### src/rtl/assert_macros.svh
// assertion macros used by binary_max_heap_queue
`ifndef ASSERT_MACROS_SVH
`define ASSERT_MACROS_SVH

// same-cycle implication, sampled on clk, off while rst_n is low
`define BHQ_ASSERT_IMP(lbl, ante, cons, msg) \
    lbl: assert property (@(posedge clk) disable iff (!rst_n) (ante) |-> (cons)) \
        else $error(msg);

// next-cycle implication, sampled on clk, off while rst_n is low
`define BHQ_ASSERT_NXT(lbl, ante, cons, msg) \
    lbl: assert property (@(posedge clk) disable iff (!rst_n) (ante) |=> (cons)) \
        else $error(msg);

`endif

### src/rtl/bhq_pkg.sv
package bhq_pkg;

    // request kinds
    localparam logic REQ_INSERT = 1'b0;
    localparam logic REQ_DELETE = 1'b1;

    // result status codes
    typedef enum logic [1:0] {
        ST_DONE  = 2'd0,
        ST_EMPTY = 2'd1,
        ST_FULL  = 2'd2
    } status_t;

    // sequencer states
    typedef enum logic [2:0] {
        S_IDLE,
        S_UP_RD,
        S_UP_CMP,
        S_DN_LAST,
        S_DN_RD,
        S_DN_CMP,
        S_DONE
    } state_t;

endpackage

### src/rtl/bhq_if.sv
// request channel
interface bhq_req_if;
    logic               valid;
    logic               ready;
    logic               req_type;
    logic signed [31:0] value;

    modport source (output valid, output req_type, output value, input ready);
    modport sink   (input valid, input req_type, input value, output ready);
endinterface

// result channel
interface bhq_rsp_if #(
    parameter int CNT_W = 5
);
    logic               valid;
    logic               ready;
    logic signed [31:0] removed_value;
    logic signed [31:0] top_value;
    logic [CNT_W-1:0]   count;
    logic [1:0]         status;

    modport source (output valid, output removed_value, output top_value, output count,
                    output status, input ready);
    modport sink   (input valid, input removed_value, input top_value, input count,
                    input status, output ready);
endinterface

### src/rtl/bhq_ram.sv
module bhq_ram #(
    parameter int DEPTH = 16,
    parameter int AW    = 4
) (
    input  logic               clk,
    input  logic               we,
    input  logic [AW-1:0]      waddr,
    input  logic signed [31:0] wdata,
    input  logic [AW-1:0]      raddr_a,
    input  logic [AW-1:0]      raddr_b,
    output logic signed [31:0] rdata_a,
    output logic signed [31:0] rdata_b
);

    logic signed [31:0] mem [DEPTH];

    // one write port, two registered read ports
    always_ff @(posedge clk)
    begin
        if (we)
        begin
            mem[waddr] <= wdata;
        end
        rdata_a <= mem[raddr_a];
        rdata_b <= mem[raddr_b];
    end

endmodule

### src/rtl/binary_max_heap_queue.sv
// binary max-heap priority queue, one request word in, one result word out;
// an insert sifts its value up from the end toward the root, a delete refills the root
// from the last entry and sifts it down toward a leaf, and a delete that empties the heap
// goes straight to the result; a new request is taken only once the last result is loaded
// reset: rst_n async low clears the count, sequencer and result valid; heap memory is not
// cleared, entries at or above the count are never used
module binary_max_heap_queue #(
    parameter int CAPACITY = 16
) (
    input  logic             clk,
    input  logic             rst_n,
    bhq_req_if.sink          req,
    bhq_rsp_if.source        rsp
);

    import bhq_pkg::*;

    `include "assert_macros.svh"

    // index width, count width and child index width
    localparam int AW = $clog2(CAPACITY);
    localparam int NW = $clog2(CAPACITY + 1);
    localparam int CW = AW + 1;

    // sequencer state
    state_t             state_reg, state_next;
    // current hole position in the heap
    logic [AW-1:0]      pos_reg, pos_next;
    // number of stored values
    logic [NW-1:0]      n_reg, n_next;
    // value being sifted
    logic signed [31:0] mov_reg, mov_next;
    // removed maximum of the request in flight
    logic signed [31:0] rem_reg, rem_next;
    // shadow copy of the root entry
    logic signed [31:0] top_reg, top_next;
    status_t            status_reg, status_next;

    // result register
    logic               out_valid_reg;
    logic signed [31:0] out_removed_reg;
    logic signed [31:0] out_top_reg;
    logic [NW-1:0]      out_count_reg;
    status_t            out_status_reg;
    logic               out_load;

    // memory port
    logic               mem_we;
    logic [AW-1:0]      mem_waddr;
    logic signed [31:0] mem_wdata;
    logic [AW-1:0]      mem_raddr_a;
    logic [AW-1:0]      mem_raddr_b;
    logic signed [31:0] mem_rdata_a;
    logic signed [31:0] mem_rdata_b;

    // heap index arithmetic
    logic [AW-1:0]      parent_idx;
    logic [CW-1:0]      lchild_w;
    logic [CW-1:0]      rchild_w;
    logic [NW-1:0]      n_dec;
    logic               in_accept;

    // child compare during sift-down
    logic               go_l;
    logic               go_r;
    logic               r_ok;
    logic signed [31:0] best_v;

    assign parent_idx = (pos_reg - 1'b1) >> 1;
    assign lchild_w   = {pos_reg, 1'b1};
    assign rchild_w   = lchild_w + 1'b1;
    assign n_dec      = n_reg - 1'b1;
    assign in_accept  = req.valid && req.ready;

    assign go_l   = mem_rdata_a > mov_reg;
    assign best_v = go_l ? mem_rdata_a : mov_reg;
    assign r_ok   = rchild_w < CW'(n_reg);
    assign go_r   = r_ok && (mem_rdata_b > best_v);

    // the sequence never uses a read of an entry in the cycle it is written: a write always
    // lands on the hole, and the next read goes to its parent or children

    bhq_ram #(
        .DEPTH (CAPACITY),
        .AW    (AW)
    ) u_ram (
        .clk     (clk),
        .we      (mem_we),
        .waddr   (mem_waddr),
        .wdata   (mem_wdata),
        .raddr_a (mem_raddr_a),
        .raddr_b (mem_raddr_b),
        .rdata_a (mem_rdata_a),
        .rdata_b (mem_rdata_b)
    );

    always_ff @(posedge clk or negedge rst_n)
    begin
        if (!rst_n)
        begin
            state_reg  <= S_IDLE;
            n_reg      <= '0;
            status_reg <= ST_DONE;
        end
        else
        begin
            state_reg  <= state_next;
            n_reg      <= n_next;
            status_reg <= status_next;
        end
    end

    // datapath registers, no reset needed
    always_ff @(posedge clk)
    begin
        pos_reg <= pos_next;
        mov_reg <= mov_next;
        rem_reg <= rem_next;
        top_reg <= top_next;
    end

    always_comb
    begin
        state_next  = state_reg;
        pos_next    = pos_reg;
        n_next      = n_reg;
        mov_next    = mov_reg;
        rem_next    = rem_reg;
        status_next = status_reg;
        mem_we      = 1'b0;
        mem_waddr   = pos_reg;
        mem_wdata   = mov_reg;
        mem_raddr_a = '0;
        mem_raddr_b = '0;
        out_load    = 1'b0;
        req.ready   = 1'b0;

        unique case (state_reg)
            S_IDLE:
            begin
                // ready is high throughout idle, so valid alone marks the accept
                req.ready = 1'b1;
                if (req.valid)
                begin
                    rem_next    = '0;
                    status_next = ST_DONE;
                    if (req.req_type == REQ_INSERT)
                    begin
                        if (n_reg == NW'(CAPACITY))
                        begin
                            // full heap: refuse, nothing changes
                            status_next = ST_FULL;
                            state_next  = S_DONE;
                        end
                        else
                        begin
                            // hole opens at the end
                            pos_next   = n_reg[AW-1:0];
                            mov_next   = req.value;
                            n_next     = n_reg + 1'b1;
                            state_next = S_UP_RD;
                        end
                    end
                    else
                    begin
                        if (n_reg == '0)
                        begin
                            status_next = ST_EMPTY;
                            state_next  = S_DONE;
                        end
                        else
                        begin
                            rem_next = top_reg;
                            n_next   = n_dec;
                            pos_next = '0;
                            if (n_dec == '0)
                            begin
                                state_next = S_DONE;
                            end
                            else
                            begin
                                // fetch the last entry, it refills the root
                                mem_raddr_a = AW'(n_dec);
                                state_next  = S_DN_LAST;
                            end
                        end
                    end
                end
            end

            S_UP_RD:
            begin
                if (pos_reg == '0)
                begin
                    mem_we     = 1'b1;
                    state_next = S_DONE;
                end
                else
                begin
                    mem_raddr_a = parent_idx;
                    state_next  = S_UP_CMP;
                end
            end

            S_UP_CMP:
            begin
                mem_we = 1'b1;
                if (mem_rdata_a < mov_reg)
                begin
                    // parent moves down into the hole
                    mem_wdata  = mem_rdata_a;
                    pos_next   = parent_idx;
                    state_next = S_UP_RD;
                end
                else
                begin
                    state_next = S_DONE;
                end
            end

            S_DN_LAST:
            begin
                mov_next   = mem_rdata_a;
                state_next = S_DN_RD;
            end

            S_DN_RD:
            begin
                if (lchild_w >= CW'(n_reg))
                begin
                    mem_we     = 1'b1;
                    state_next = S_DONE;
                end
                else
                begin
                    mem_raddr_a = lchild_w[AW-1:0];
                    mem_raddr_b = rchild_w[AW-1:0];
                    state_next  = S_DN_CMP;
                end
            end

            S_DN_CMP:
            begin
                mem_we = 1'b1;
                if (go_r)
                begin
                    // right child wins only when strictly above left and the value
                    mem_wdata  = mem_rdata_b;
                    pos_next   = rchild_w[AW-1:0];
                    state_next = S_DN_RD;
                end
                else if (go_l)
                begin
                    mem_wdata  = mem_rdata_a;
                    pos_next   = lchild_w[AW-1:0];
                    state_next = S_DN_RD;
                end
                else
                begin
                    state_next = S_DONE;
                end
            end

            S_DONE:
            begin
                // wait for the result register to free up
                if (!out_valid_reg || rsp.ready)
                begin
                    out_load   = 1'b1;
                    state_next = S_IDLE;
                end
            end

            default:
            begin
                state_next = S_IDLE;
            end
        endcase
    end

    // root shadow follows every write to entry zero
    always_comb
    begin
        top_next = top_reg;
        if (mem_we && (mem_waddr == '0))
        begin
            top_next = mem_wdata;
        end
    end

    // result register, a new request may enter while a result waits
    always_ff @(posedge clk or negedge rst_n)
    begin
        if (!rst_n)
        begin
            out_valid_reg <= 1'b0;
        end
        else if (out_load)
        begin
            out_valid_reg <= 1'b1;
        end
        else if (rsp.ready)
        begin
            out_valid_reg <= 1'b0;
        end
    end

    always_ff @(posedge clk)
    begin
        if (out_load)
        begin
            out_removed_reg <= rem_reg;
            out_top_reg     <= (n_reg == '0) ? 32'sd0 : top_reg;
            out_count_reg   <= n_reg;
            out_status_reg  <= status_reg;
        end
    end

    assign rsp.valid         = out_valid_reg;
    assign rsp.removed_value = out_removed_reg;
    assign rsp.top_value     = out_top_reg;
    assign rsp.count         = out_count_reg;
    assign rsp.status        = out_status_reg;

    // checks
    `BHQ_ASSERT_IMP(a_count_bound, 1'b1, n_reg <= NW'(CAPACITY), "count above capacity")
    `BHQ_ASSERT_IMP(a_idle_no_write, state_reg == S_IDLE, !mem_we, "memory write while idle")
    `BHQ_ASSERT_NXT(a_insert_count,
        in_accept && (req.req_type == REQ_INSERT) && (n_reg != NW'(CAPACITY)),
        n_reg == $past(n_reg) + 1'b1, "insert did not grow the count")
    `BHQ_ASSERT_IMP(a_load_free, out_load, !out_valid_reg || rsp.ready,
        "result overwritten before taken")

endmodule
### src/flat_wrapper.sv
// flat-port wrapper written by rule: the top's interface ports become plain ports
module binary_max_heap_queue_flat import bhq_pkg::*;
#(
    parameter int CAPACITY = 16
)
  (clk, rst_n, req_valid, req_req_type, req_value, req_ready, rsp_valid, rsp_removed_value, rsp_top_value, rsp_count, rsp_status, rsp_ready);
  bhq_req_if req_i ();
  bhq_rsp_if rsp_i ();
  input  logic clk;
  input  logic rst_n;
  input wire logic [$bits(req_i.valid)-1:0] req_valid;
  input wire logic [$bits(req_i.req_type)-1:0] req_req_type;
  input wire logic [$bits(req_i.value)-1:0] req_value;
  output wire logic [$bits(req_i.ready)-1:0] req_ready;
  output wire logic [$bits(rsp_i.valid)-1:0] rsp_valid;
  output wire logic [$bits(rsp_i.removed_value)-1:0] rsp_removed_value;
  output wire logic [$bits(rsp_i.top_value)-1:0] rsp_top_value;
  output wire logic [$bits(rsp_i.count)-1:0] rsp_count;
  output wire logic [$bits(rsp_i.status)-1:0] rsp_status;
  input wire logic [$bits(rsp_i.ready)-1:0] rsp_ready;
  assign req_i.valid = req_valid;
  assign req_i.req_type = req_req_type;
  assign req_i.value = req_value;
  assign req_ready = req_i.ready;
  assign rsp_valid = rsp_i.valid;
  assign rsp_removed_value = rsp_i.removed_value;
  assign rsp_top_value = rsp_i.top_value;
  assign rsp_count = rsp_i.count;
  assign rsp_status = rsp_i.status;
  assign rsp_i.ready = rsp_ready;
  binary_max_heap_queue #(.CAPACITY(CAPACITY)) u_core (.clk(clk), .rst_n(rst_n), .req(req_i), .rsp(rsp_i));
endmodule
### config.mk
export PLATFORM = sky130hd
export DESIGN_NAME = binary_max_heap_queue_flat
export DESIGN_NICKNAME = d
export VERILOG_FILES = /design/src/rtl/bhq_pkg.sv /design/src/rtl/bhq_if.sv /design/src/rtl/bhq_ram.sv /design/src/rtl/binary_max_heap_queue.sv /design/src/flat_wrapper.sv
export VERILOG_INCLUDE_DIRS = /design/src /design/src/rtl
export SDC_FILE = /design/constraint.sdc
export NUM_CORES = 1
export LEC_CHECK = 0
export BUFFER_PORTS_ARGS = -buffer_cell sky130_fd_sc_hd__buf_2
export CAP_MARGIN = 25
export CORE_ASPECT_RATIO = 0.5
export CORE_MARGIN = 2
export CORE_UTILIZATION = 28
export DETAILED_ROUTE_END_ITERATION = 8
export GPL_TIMING_DRIVEN = 0
export SKIP_CTS_REPAIR_TIMING = 1
export SYNTH_ARGS = -nofsm -noshare
export SYNTH_HDL_FRONTEND = slang
export SYNTH_SLANG_ARGS = --single-unit
### constraint.sdc
create_clock -name clk -period 10.9 [get_ports clk]
set_input_delay 0.545 -clock clk [delete_from_list [all_inputs] [get_ports clk]]
set_output_delay 0.545 -clock clk [all_outputs]
set_load 0.05 [all_outputs]
=== Word-level counts from Yosys, hierarchy flattened ===
Memories as Yosys holds them, arrays and structs flattened. A register that Yosys moved wholly into a read port is not among the register bits.
Cells that the tools add are included.

* $add $sub $neg: 4
* $lt $le $gt $ge: 5
* Equality and inequality tests: 17
* Mux-type cells: 54
* Reductions and logical operators: 17

{| class="wikitable"
|+ Operators by type and width
! operator !! number
|-
| 2-to-1 mux 32 bit || 7
|-
| one-hot mux 32 bit (2 select lines) || 2
|-
| > comparator 32 bit || 2
|-
| 2-to-1 mux 4 bit || 14
|-
| less-than comparator 32 bit || 1
|-
| 2-to-1 mux 3 bit || 10
|-
| one-hot mux 4 bit (3 select lines) || 2
|-
| one-hot mux 3 bit (7 select lines) || 1
|-
| 2-to-1 mux 5 bit || 3
|-
| adder 5 x 1 -> 5 bit, second input constant || 2
|-
| logical NOT 5 bit || 2
|-
| 2-to-1 mux 1 bit || 10
|-
| inequality test 2 bit, second input constant || 5
|-
| equality test 3 bit, second input constant || 3
|-
| 2-to-1 mux 2 bit || 4
|-
| AND reduction 4 bit || 2
|-
| equality test 3 x 2 -> 1 bit, second input constant || 2
|-
| inequality test 3 bit, second input constant || 2
|-
| AND reduction 6 bit || 1
|-
| equality test 5 bit, second input constant || 1
|-
| greater-or-equal comparator 5 bit || 1
|-
| less-than comparator 5 bit || 1
|-
| subtractor 5 x 1 -> 5 bit, second input constant || 1
|-
| logical NOT 4 bit || 1
|-
| other kinds (13) || 17
|}

* Register bits: 182
* RAM bits: 512
* Input port bits: 37
* Output and inout port bits: 73
* Word-level logic and storage cells: 110
* Memories: 1

{| class="wikitable"
|+ Memory list
! memory !! words !! bits a word !! read ports !! clocked after Yosys merged registers in !! write ports !! RTL line !! text
|-
| u_core.u_ram.mem || 16 || 32 || 2 || 2 || 1 || bhq_ram.sv:15 || <nowiki>logic signed [31:0] mem [DEPTH];</nowiki>
|}

=== Logic depth before layout (Yosys ltp) ===
* Word-level depth: 7
* Mapped depth: 22
* Depth with buffers taken out: 18

=== Cells and area by module ===
From an unflattened synthesis, not the netlist that was laid out.

* Cell total of the unflattened synthesis: 2018
* Area total of the unflattened synthesis: 34279.1 µm²

{| class="wikitable"
|+ By module, submodules not included
! module !! instances !! cells each !! area an instance (µm²) !! sequential area each (µm²)
|-
| bhq_ram || 1 || 1141 || 24203.2 || 16656.0
|-
| binary_max_heap_queue || 1 || 877 || 10075.9 || 5410.2
|}

=== Worst setup path after synthesis ===
OpenSTA, ideal clock, no wires.

* Path kind: register to register
* Start: register u_core.pos_reg[0], in the netlist u_core.mem_waddr[0]
* End: memory u_core.u_ram.mem[3][0], enable pin
* Arrival: 5.035 ns
* Path slack: 5.405 ns
* Cell stages (with the launch flop): 12
* Clock period less this slack: 5.495 ns
* Path through: edfxtp_1 -> clkbuf_1 -> clkinv_1 -> buf_1 -> ha_1 -> nand2b_1 -> a21oi_1 -> or3_1 -> a22oi_1 -> o21ai_0 -> nand2_1 -> nor3_1

* Word-level cells in the longest chain between the ends: 5
* Elaborated cells on any way between the ends: 7
* Those cells by class: order compare (1); mux (5); reduce/logical (1)

{| class="wikitable"
|+ Ends and longest elaborated chain
! item !! RTL line !! text
|-
| from (decl) || binary_max_heap_queue.sv:28 || <nowiki>logic [AW-1:0] pos_reg, pos_next;</nowiki>
|-
| from (signal assigned) || binary_max_heap_queue.sv:116 || <nowiki>pos_reg <= pos_next;</nowiki>
|-
| greater-or-equal comparator 5 bit or logical NOT 4 bit (tied branches) || binary_max_heap_queue.sv:229, binary_max_heap_queue.sv:193 ||
|-
| 2-to-1 mux 1 bit, on equally long branches || binary_max_heap_queue.sv:229, binary_max_heap_queue.sv:193 ||
|-
| one-hot mux 1 bit (3 select lines) || binary_max_heap_queue.sv:138 || <nowiki>unique case (state_reg)</nowiki>
|-
| 2-to-1 mux 1 bit || bhq_ram.sv:20 || <nowiki>if (we)</nowiki>
|-
| 2-to-1 mux 1 bit (implied by the code) || bhq_ram.sv:22 || <nowiki>mem[waddr] <= wdata;</nowiki>
|-
| to (decl) || bhq_ram.sv:15 ||
|}

Parallel ways exist; a longest one is shown, timed or not.

=== Worst setup path in the final report ===
* Start: register u_core.mov_reg[31]
* End: memory u_core.u_ram.mem[3][25], data pin

* Word-level cells in the longest chain between the ends: 6
* Elaborated cells on any way between the ends: 8
* Those cells by class: order compare (3); mux (4); reduce/logical (1)

{| class="wikitable"
|+ Ends and longest elaborated chain
! item !! RTL line !! text
|-
| from (decl) || binary_max_heap_queue.sv:32 || <nowiki>logic signed [31:0] mov_reg, mov_next;</nowiki>
|-
| from (signal assigned) || binary_max_heap_queue.sv:117 || <nowiki>mov_reg <= mov_next;</nowiki>
|-
| > comparator 32 bit || binary_max_heap_queue.sv:75 || <nowiki>assign go_l = mem_rdata_a > mov_reg;</nowiki>
|-
| 2-to-1 mux 32 bit || binary_max_heap_queue.sv:76, binary_max_heap_queue.sv:252 ||
|-
| > comparator 32 bit || binary_max_heap_queue.sv:78 || <nowiki>assign go_r = r_ok && (mem_rdata_b > best_v);</nowiki>
|-
| logical AND 1 bit || binary_max_heap_queue.sv:78 ||
|-
| 2-to-1 mux 32 bit || binary_max_heap_queue.sv:245 || <nowiki>if (go_r)</nowiki>
|-
| one-hot mux 32 bit (2 select lines) * || binary_max_heap_queue.sv:138 ||
|-
| named net u_core.mem_wdata[25] || binary_max_heap_queue.sv:50 || <nowiki>logic signed [31:0] mem_wdata;</nowiki>
|}

The timed path passes the listed nets; every way through them passes the cells marked *.

==> parameters.txt <==
Parameter                              Value

STA
  Slew Viols, Final    0
  Fin Clk Skew    between 0.03 and 0.04 ns
  Rel. slew slack    27.62%
  Number of hold-slack violations in the final timing report    0
  Accumulated negative setup slack    0 ns
  Final Setup Violations    0
  Tmin final    approximately 7.5 ns
  Worst Max-Slew Pin Slew    between 1 and 1.5 ns
  FMAX    approximately 0.13 GHz
  Worst hold-check slack    around 0.22 ns
  RSZ-0062 raised after global routing    false
  Share of the clock period used by the worst path    between 60% and 70%

Worst hold path
  Min-Delay Path Class    in -> reg
  Endpoint of the worst hold-timing path    u_core.mov_reg[29]$_DFFE_PP_
  Worst min-delay path startpoint    req_value[29]
  Number of cells traversed by the worst hold path    2

Critical path
  Critical path class    reg -> reg
  R2R cell count    20
  Slack of the worst reg-to-reg path    about 3.4 ns
  WP data arrival    8.01 ns
  Launch point of the worst reg-to-reg path    u_core.mov_reg[31]$_DFFE_PP_
  Worst EP required    between 10 and 15 ns
  Largest driver fanout on the critical path    10
  Crit Reg-Reg Endpoint    u_core.u_ram.mem[3][25]$_DFFE_PP_
  Sort of element at the end of the critical path    flop
  Setup crit start kind    flop

Synthesis
  Share of flip-flops with an asynchronous set or reset after synthesis    1.515%
  Number of enable-type register cells in the synthesized netlist    about 650
  Sequential cell area fraction in the yosys report    64.96%
  Summed instance area of the synthesized netlist    approximately 32000 um2
  Count of synthesis-stage warnings from yosys    0
  XOR/XNOR share of the synthesized area    less than 1%
  Syn Inst Count    about 2400
  Synth Area per Inst    between 10 and 15 um2
  Nets in the synthesized netlist    2537
  Number of distinct library cell variants in the gate-level netlist after synthesis    76
  Mux cell area share after synthesis    between 6 and 7%
  Count of state elements after synthesis    roughly 730
  Area fraction in and, or, nand and nor cells after synthesis    under 10%
  Main synth FF type    sky130_fd_sc_hd__edfxtp_1
  Compound-gate portion of the synthesized area    a little over an eighth
  Arithmetic-cell share of the synthesized area counting full adders, half adders and majority gates    under 10%
  Main combinational cell family by area after synthesis    compound AO/OA/AOI/OAI gates

Global routing
  Antenna violations before repair    6
  First-pass GRT wire length    between 150 and 200 mm
  Number of global-route vias before repair    between 20000 and 25000
  Overflow after GRT    0
  Overall global routing resource usage    between 10% and 20%
  Pin count of the biggest net entering global routing    37

Run
  Max cap viols    0

Cells and area
  Total Nets Final    approximately 2800
  Area added between synthesis and finish    18.24%
  Layout cell share with drive strength beyond 1    about 18%
  Final standard cell count with taps included and fillers excluded    roughly 4300
  Register bank with the most flops    u_core.u_ram.mem
  Largest register FFs    502

Die
  Total Die Area    118900 um2
  Placeable Area    around 120000 um2
  Count of boundary I/O pins    between 100 and 150
  Overall die height    ~240 um
  Number of standard-cell rows in the floorplan    ~90
  Die X    approximately 490 um
  Starting utilization of the core area    between 20% and 30%

Routing
  Post-DR vias/cell    5.356
  Wire length the detailed router placed on met1    between 40 and 50 mm
  Antenna Nets Post-Route    0
  Aggregate routed wire length    around 110 mm
  Routed length per placed instance    between 20 and 25 um
  DRC violation count after routing    0
  First-pass iteration count of the detailed router    7
  Sum of met3 wire segment lengths after detailed routing    around 11 mm
  Highest routed metal layer    met5
  Sum of met2 wire segment lengths after detailed routing    46.53 mm
  Via count    around 23000
  Detailed Route Iter0 Violations    3413

CTS
  H-tree depth reported by CTS    3
  CTS Buf Count    75
  Root buffer cell    sky130_fd_sc_hd__clkbuf_16
  Clock tree from TritonCTS    built
  Clock-pin slew reported for the worst setup and hold paths after clock tree synthesis    approximately 0.060 ns
  Deepest clock path buffer count    3
  Clock sink count    726
  Latest clock arrival within the worst-skew pair    around 0.65 ns

Placement
  Post-DP HPWL    approximately 77 mm
  Dpl cells    slightly above 4000
  Port Buffers    approximately 110
  Weighted congestion reported at the end of routability-driven placement    slightly above 0.9

Run status
  Result of the run    completed
==> stage by stage <==
stage,util [%],setup WS (ns),cell area [um2]
after floorplan,-,5.405,32490
after global placement,30.34,1.655,34950
after detailed placement,31.09,3.535,35810
after CTS,33.31,3.501,38360
after global routing,33.34,2.940,38400
final,33.35,3.372,38410
==> placed cells by master (no fill, tap or decap), drive strengths merged, types with 13 or more instances in the layout <==
master and n:
a211oi 70, a21o 25, a21oi 98, a222oi 30, a31oi 33, a32o 64, a32oi 66, and2 40
and3 65, buf 215, clkbuf 216, clkinv 34, dfxtp 64, edfxtp 651, ha 80, inv 45
mux2 65, mux2i 66, mux4 32, nand2 418, nand3 13, nor2 39, nor3 17, o21ai 78
o221ai 19, o22ai 48
==> cells in the mapped netlist, types with 4 or more instances <==
cell type                  count  area share (%)
sky130_fd_sc_hd__o21ai_0      26            0.40
sky130_fd_sc_hd__a22oi_1       4           0.092
sky130_fd_sc_hd__a21oi_1      98             1.5
sky130_fd_sc_hd__buf_4         7            0.16
sky130_fd_sc_hd__a211oi_2     27             1.0
sky130_fd_sc_hd__nor2b_1       7            0.13
sky130_fd_sc_hd__mux2_2       65             2.3
sky130_fd_sc_hd__xnor2_1       7            0.19
sky130_fd_sc_hd__o211ai_1      5            0.12
sky130_fd_sc_hd__nor2_1       38            0.44
sky130_fd_sc_hd__dfrtp_1      11            0.85
sky130_fd_sc_hd__a32o_1       64             2.0
sky130_fd_sc_hd__o22ai_1      48            0.92
sky130_fd_sc_hd__a31oi_1      33            0.64
sky130_fd_sc_hd__ha_1         80             3.1
sky130_fd_sc_hd__nor4_1        4           0.077
sky130_fd_sc_hd__mux4_2       32             2.2
sky130_fd_sc_hd__and3_1       65             1.3
sky130_fd_sc_hd__nand3_1      12            0.18
sky130_fd_sc_hd__edfxtp_1    651              60
sky130_fd_sc_hd__and4_1        5            0.13
sky130_fd_sc_hd__buf_2        37            0.57
sky130_fd_sc_hd__clkbuf_1    124             1.4
sky130_fd_sc_hd__nand4_1      12            0.23
sky130_fd_sc_hd__a21o_1       25            0.58
sky130_fd_sc_hd__o221ai_1     19            0.51
sky130_fd_sc_hd__xor2_1        4            0.11
sky130_fd_sc_hd__inv_1        43            0.50
sky130_fd_sc_hd__dfxtp_1      64             3.9
sky130_fd_sc_hd__and2_1       39            0.75
sky130_fd_sc_hd__a222oi_1     30            0.92
sky130_fd_sc_hd__nor3_1       14            0.22
sky130_fd_sc_hd__a22o_1       11            0.30
sky130_fd_sc_hd__a211oi_1     42            0.97
sky130_fd_sc_hd__nand2b_1      8            0.15
sky130_fd_sc_hd__nand2_1     418             4.8
sky130_fd_sc_hd__a32oi_1      66             1.8
sky130_fd_sc_hd__o21ai_1      52            0.80
sky130_fd_sc_hd__a21boi_0      4           0.092
sky130_fd_sc_hd__mux2i_1      66             2.0
==> cell type report <==
class	count	area (um2)
sequential	726	21110
tap	1530	1914
antenna	5	12.51
inverter	45	168.9
multi-input combinational	1477	10620
clock buffer	92	1993
timing repair buffer	168	1306
fill	11230	76760
buffer	172	733.2
clock inverter	47	556.8
==> cell families (layout without fill, tap and decap cells) <==
kind of cell / after synthesis / count (layout)
flops: 726 / 726
simple gates: 644 / 644
compound gates: 579 / 579
buf+inv: 217 / 524
fa+ha+maj: 80 / 80
xor+xnor: 11 / 11
other cells: 0 / 5
mux: 163 / 163
==> how the worst max path moves through the flow <==
stage / start / end / slack (ns) / cells after the start
after floorplan: u_core.mem_waddr[0]$_DFFE_PP_ / u_core.u_ram.mem[3][0]$_DFFE_PP_ / 5.40 / 11
after global placement: u_core.mem_waddr[0]$_DFFE_PP_ / u_core.u_ram.mem[2][6]$_DFFE_PP_ / 1.66 / 11
after detailed placement: u_core.mov_reg[31]$_DFFE_PP_ / u_core.u_ram.mem[5][25]$_DFFE_PP_ / 3.54 / 19
after CTS: u_core.mov_reg[31]$_DFFE_PP_ / u_core.u_ram.mem[3][25]$_DFFE_PP_ / 3.50 / 19
after global routing: u_core.mov_reg[31]$_DFFE_PP_ / u_core.u_ram.mem[3][25]$_DFFE_PP_ / 2.94 / 19
final: u_core.mov_reg[31]$_DFFE_PP_ / u_core.u_ram.mem[3][25]$_DFFE_PP_ / 3.37 / 20
==> worst max-delay path: stages, from the launching register on <==
cell                       delay, ns
sky130_fd_sc_hd__edfxtp_1       0.38
sky130_fd_sc_hd__inv_1          0.09
sky130_fd_sc_hd__ha_1           0.27
sky130_fd_sc_hd__buf_2          0.23
sky130_fd_sc_hd__nand4_1        0.22
sky130_fd_sc_hd__nor4_1         0.81
sky130_fd_sc_hd__o41ai_1        0.29
sky130_fd_sc_hd__a31oi_1        0.36
sky130_fd_sc_hd__clkbuf_1       0.48
sky130_fd_sc_hd__o22ai_1        0.15
sky130_fd_sc_hd__a21o_1         0.20
sky130_fd_sc_hd__ha_1           0.32
sky130_fd_sc_hd__nand4_1        0.17
sky130_fd_sc_hd__nor4_1         0.56
sky130_fd_sc_hd__o31ai_1        0.25
sky130_fd_sc_hd__a41o_1         0.35
sky130_fd_sc_hd__nor3_1         0.54
sky130_fd_sc_hd__clkbuf_1       0.58
sky130_fd_sc_hd__a222oi_1       0.24
sky130_fd_sc_hd__o21ai_1        0.53
sky130_fd_sc_hd__buf_4          0.32
==> routing by layer <==
layer / GRT usage (%) / vias up
met3: 3.639 / 148
met4: 4.535 / 4
met1: 25.05 / 11510
met5: 0 / -
li1: - / 9979
met2: 26.14 / 1190
Power is not shown: default switching activity piles up to over one toggle a cycle in this logic, so the estimate is an artifact.
